### src/design/dss_pkg.sv
`timescale 1ns / 1ps
`default_nettype none

package dss_pkg;

  // Default sizes of the stores
  localparam int DEF_MAX_STATES  = 8;
  localparam int DEF_MAX_INPUTS  = 8;
  localparam int DEF_MAX_OUTPUTS = 8;
  localparam int DEF_COEF_DEPTH  = 256;

  // Output vectors never carry more than this many elements
  localparam int RESULT_LIMIT = 8;

  localparam int DATA_W    = 32;
  localparam int ACC_W     = 64;
  localparam int FRAC_W    = 16;
  localparam int CNT_W     = 5;   // counts up to 31
  localparam int ADDR_W    = 11;  // coefficient address incl. out-of-range values
  localparam int CFG_IDX_W = 2;
  localparam int CFG_W     = 4;

  typedef enum logic [1:0] {
    OP_COEF   = 2'd0,
    OP_STATE  = 2'd1,
    OP_SAMPLE = 2'd2,
    OP_NONE   = 2'd3
  } op_t;

  typedef enum logic [CFG_IDX_W-1:0] {
    REG_NUM_STATES  = 2'd0,
    REG_NUM_INPUTS  = 2'd1,
    REG_NUM_OUTPUTS = 2'd2,
    REG_UNUSED      = 2'd3
  } cfg_reg_t;

  typedef enum logic [2:0] {
    ST_IDLE,
    ST_SETUP,
    ST_ROW_START,
    ST_ROW_X,
    ST_ROW_U,
    ST_DRAIN,
    ST_COMMIT
  } state_t;

  // One multiply-accumulate term handed to the MAC
  typedef struct packed {
    logic valid;
    logic last;   // final term of a row
    logic zero;   // coefficient address out of range
  } term_t;

endpackage

`default_nettype wire

### src/design/dss_mac.sv
`timescale 1ns / 1ps
`default_nettype none

module dss_mac (
  input  wire logic                             clk,
  input  wire logic                             rst_n,
  input  wire dss_pkg::term_t                   term,
  input  wire logic signed [dss_pkg::DATA_W-1:0] coef,
  input  wire logic signed [dss_pkg::DATA_W-1:0] opnd,
  output logic                                  res_valid,
  output logic signed [dss_pkg::DATA_W-1:0]      res_value
);

  localparam logic signed [dss_pkg::ACC_W-1:0] SAT_MAX =
    dss_pkg::ACC_W'(64'sh0000_0000_7FFF_FFFF);
  localparam logic signed [dss_pkg::ACC_W-1:0] SAT_MIN =
    dss_pkg::ACC_W'(64'shFFFF_FFFF_8000_0000);

  logic signed [dss_pkg::ACC_W-1:0] prod_r, prod_nxt;
  logic                             v2_r, last2_r;
  logic signed [dss_pkg::ACC_W-1:0] acc_r, acc_nxt;
  logic signed [dss_pkg::ACC_W-1:0] sum;
  logic                             res_valid_r;
  logic signed [dss_pkg::DATA_W-1:0] res_r, res_nxt;

  always_comb begin
    prod_nxt = coef * opnd;
    if (term.zero) begin
      prod_nxt = '0;
    end
  end

  // Floor division by 2^16 is an arithmetic shift
  assign sum = acc_r + (prod_r >>> dss_pkg::FRAC_W);

  always_comb begin
    acc_nxt = acc_r;
    if (v2_r) begin
      acc_nxt = last2_r ? '0 : sum;
    end
    if (sum > SAT_MAX) begin
      res_nxt = SAT_MAX[dss_pkg::DATA_W-1:0];
    end else if (sum < SAT_MIN) begin
      res_nxt = SAT_MIN[dss_pkg::DATA_W-1:0];
    end else begin
      res_nxt = sum[dss_pkg::DATA_W-1:0];
    end
  end

  always_ff @(posedge clk) begin
    prod_r <= prod_nxt;
    if (v2_r && last2_r) begin
      res_r <= res_nxt;
    end
  end

  always_ff @(posedge clk) begin
    if (!rst_n) begin
      v2_r        <= 1'b0;
      last2_r     <= 1'b0;
      acc_r       <= '0;
      res_valid_r <= 1'b0;
    end else begin
      v2_r        <= term.valid;
      last2_r     <= term.last;
      acc_r       <= acc_nxt;
      res_valid_r <= v2_r && last2_r;
    end
  end

  assign res_valid = res_valid_r;
  assign res_value = res_r;

endmodule

`default_nettype wire

### config.mk
export PLATFORM = sky130hd
export DESIGN_NAME = dss_mac
export DESIGN_NICKNAME = d
export VERILOG_FILES = /design/src/design/dss_pkg.sv /design/src/design/dss_mac.sv
export SDC_FILE = /design/constraint.sdc
export NUM_CORES = 2
export LEC_CHECK = 0
export ABC_AREA = 1
export BUFFER_PORTS_ARGS = -buffer_cell sky130_fd_sc_hd__buf_4
export CAP_MARGIN = 10
export CORE_ASPECT_RATIO = 1.4
export CORE_MARGIN = 2
export CORE_UTILIZATION = 50
export CTS_CLUSTER_DIAMETER = 60
export DETAILED_ROUTE_END_ITERATION = 16
export PLACE_DENSITY_LB_ADDON = 0.05
export SLEW_MARGIN = 30
export SYNTH_ARGS = -nofsm -noshare
export SYNTH_HDL_FRONTEND = slang
export SYNTH_SLANG_ARGS = --single-unit
### constraint.sdc
create_clock -name clk -period 16.5 [get_ports clk]
set_input_delay 1.65 -clock clk [delete_from_list [all_inputs] [get_ports clk]]
set_output_delay 1.65 -clock clk [all_outputs]
set_load 0.005 [all_outputs]
==> summary.md <==
| Metric | Value |
|---|---|
| Vias in the first global route | 42493 |
| Main combinational cell family by area after synthesis | adder cells |
| Die width | 266.9 microns |
| Synth Area in Compound Gates | 4.544% |
| Commonest non-fill, non-tap cell in the layout | nand2_1 |
| Syn_area_per_cell | 7.443 sq um |
| Layout cells sized above 1 | 3.958% |
| #FFs+latches synth | 147 |
| CTS resizes | 0 |
| Total grt overflow | 0 |
| Area growth from synthesis to layout | 4.361% |
| Post-synthesis mux area share | 0% |
| Reg2reg setup slack | 12.13 ns |
| Maxcap violations | 0 |
| Synth Area in XOR/XNOR | 0.8509% |
| Startpoint type of the worst setup path | input pin |
| WP data required | 16.85 ns |
| Worst-Skew Late Latency | 0.46 ns |
| Max Used Layer | met4 |
| DR pass1 iterations | 6 |
| Worst-path clk slew | 0.08 ns |
| Max Root-Sink Buffers | 2 |
| Routed wire length per instance | 19.77 microns |
| Min Hold Slack | 0.4689 ns |
| Initial core utilization | 50.25% |
| FF-to-FF Start | prod_r[63]$_SDFF_PP0_ |
| Via count | 39305 |
| H-tree levels | 4 |
| Placement Setup Slack | 6.897 ns |
| Placed insts | 7619 |
| Hold Path Class | reg2reg |
| Core ar. | 0.09628 sq mm |
| WHS Endpoint | acc_r[61]$_SDFFE_PN0P_ |
| Fmax | 110.2 MHz |
| Critical Path Sink Type | register |
| Top FF cell, synth | dfxtp_1 |
| Netlist cell types | 50 |
| Vias per cell | 5.137 |
| Total Wirelength | 151200 microns |
| Synth Area in Adders | 51.06% |
| Post-DP HPWL | 125500 microns |
| Critical Path AT | 9.42 ns |
| Nets@finish | 7799 |
| Post-synth EDFFs | 32 |
| First-pass GRT wire length | 239300 microns |
| Leading area contributor after synthesis | fa_1 |
| Synth Area in Simple Gates | 19.99% |
| Final ANT Viol Nets | 0 |
| Synth Instances | 6500 |
| Chip height | 372.0 microns |
| Synth Cell Area | 0.04838 sq mm |
| Status | completed |
| R2r worst-path depth | 17 |
| Fin. Hold Viols | 0 |
| Final setup viols | 0 |
| Post-CTS Hold Buffers | 0 |
| Critical path origin | opnd[5] |
| Num CTS Buffers | 17 |
| Final slew viol count | 0 |
| Setup Fix Bufs, Post-CTS | 0 |
| CP max FO | 32 |
| Met1 wire length | 59630 microns |
| Antenna cells | 0 |
| DRC | 0 |
| Number of cell rows | 135 |
| Async set-reset flop share out of synthesis | 0% |
| CTS root buffer | clkbuf_16 |
| Iteration-0 DRC Markers | 2525 |
| Tightest Pin Transition | 0.9361 ns |
| Crit Path Category | in2reg |
| GPL Wtd Cong | 1.011 |
| Met2 routed WL | 77520 microns |
| Clock net sink count | 147 |
| Initial antenna violation count | 0 |
| Largest net degree at the start of global routing | 66 |
| Hold path startpoint | acc_r[61]$_SDFFE_PN0P_ |
| CTS tree | yes |
| Final WS setup | 7.428 ns |
| Die area | 0.09930 sq mm |
| DR WL met3 | 6511 microns |
| Yosys warnings | 0 |
| Total track usage | 31.82% |
| # IOs | 102 |
| Syn_nets | 7894 |
| Hold Crit Depth | 2 |
| Post-layout min period | 9.072 ns |
| Post-synth top area share | 44.77% |
| RR Endpoint | res_value[7]$_SDFFCE_PN1P_ |
| Setup TNS | 0 ns |
| Most frequent cells in the layout | nand2_1 (1921), inv_1 (1915), fa_1 (1082) |
| Port bufs | 101 |
| Post-synthesis sequential area ratio | 6.745% |
| Slew margin rel. | 37.51% |
| Skew final | 0.01979 ns |
| Post-Layout Cell Count | 7651 |
| Crit share post-route | 54.98% |
| RSZ-0062 raised after global routing | no |
| Top post-synthesis cells by area | fa_1 (45%), nand2_1 (15%), inv_1 (15%), ha_1 (6.3%), dfxtp_1 (4.8%) |
[layer usage]
metal  up-vias  track usage [%]
met5         -                0
met4         0            14.12
met3       331            2.154
met2      1128            57.57
met1     19676            38.96
li1      18170                -
[stage by stage]
step           area, sq um  utilization (%)
4_1_cts              50480            52.44
3_5_place_dp         49870            51.80
2_1_floorplan        48380                -
6_report             50490            52.44
3_3_place_gp         49870            51.80
5_1_grt              50490            52.44
[flip-flops by register name, summed over array words and instances (netlist names)]
| register | cells |
|---|---|
| acc_r | 64 |
| last2_r | 1 |
| prod_r | 48 |
| res_valid | 1 |
| res_value | 32 |
| v2_r | 1 |
[layout make-up]
type	instances	area, sq um
multi-input cells	4195	36990
repair buffers	108	810.8
clock inverters	15	187.7
well taps	1233	1543
clock buffers	17	425.4
flip-flops and latches	147	3263
inverters	1936	7267
fillers	9736	45790
[cell usage after synthesis (3+ instances only)]
| cell type | count |
|---|---|
| nand2_1 | 1922 |
| nor2_4 | 4 |
| clkbuf_1 | 215 |
| a31oi_1 | 13 |
| a21boi_0 | 3 |
| fa_1 | 1082 |
| buf_6 | 3 |
| xor2_1 | 34 |
| inv_1 | 1917 |
| a21o_1 | 4 |
| o21bai_1 | 10 |
| or2_2 | 8 |
| nor3_1 | 18 |
| a221oi_1 | 4 |
| nand3b_1 | 4 |
| o21ai_0 | 81 |
| nand3_2 | 6 |
| ha_1 | 243 |
| a21oi_1 | 252 |
| buf_4 | 3 |
| nor3_2 | 7 |
| nand3_1 | 89 |
| nor4_1 | 8 |
| o21a_1 | 21 |
| dfxtp_1 | 115 |
| nor2_2 | 41 |
| nand2_2 | 24 |
| edfxtp_1 | 32 |
| nor2_1 | 245 |
| inv_2 | 16 |
| nand4_1 | 36 |
| clkinv_1 | 3 |
| xnor2_1 | 13 |
[worst max-delay path by stage]
stage / end / cells past startpoint
after floorplan: prod_r[60]$_SDFF_PP0_ / 25
after global placement: prod_r[60]$_SDFF_PP0_ / 25
after detailed placement: prod_r[58]$_SDFF_PP0_ / 26
after CTS: prod_r[58]$_SDFF_PP0_ / 26
after global routing: prod_r[58]$_SDFF_PP0_ / 26
final: prod_r[52]$_SDFF_PP0_ / 25
[cells by family (layout without fill, tap and decap cells)]
group	Yosys count	in the layout
xor+xnor	47	47
fa+ha+maj	1325	1325
compound gates	403	403
buf+inv	2158	2076
flops	147	147
simple gates	2420	2420
[critical path, stage by stage]
cell	delay (ns)
buf_4	0.36
nand2_1	0.21
inv_1	0.13
fa_1	0.46
inv_1	0.17
fa_1	0.43
inv_1	0.21
fa_1	0.49
fa_1	0.86
inv_1	0.40
fa_1	0.59
inv_1	0.06
fa_1	0.53
inv_1	0.05
fa_1	0.47
inv_1	0.05
fa_1	0.45
ha_1	0.38
nand2_1	0.13
nor2_1	0.20
inv_1	0.12
nor3_1	0.44
nand4_1	0.29
a21oi_1	0.22
nor2_1	0.06
Power is not shown: default switching activity piles up to over one toggle a cycle in this logic, so the estimate is an artifact.
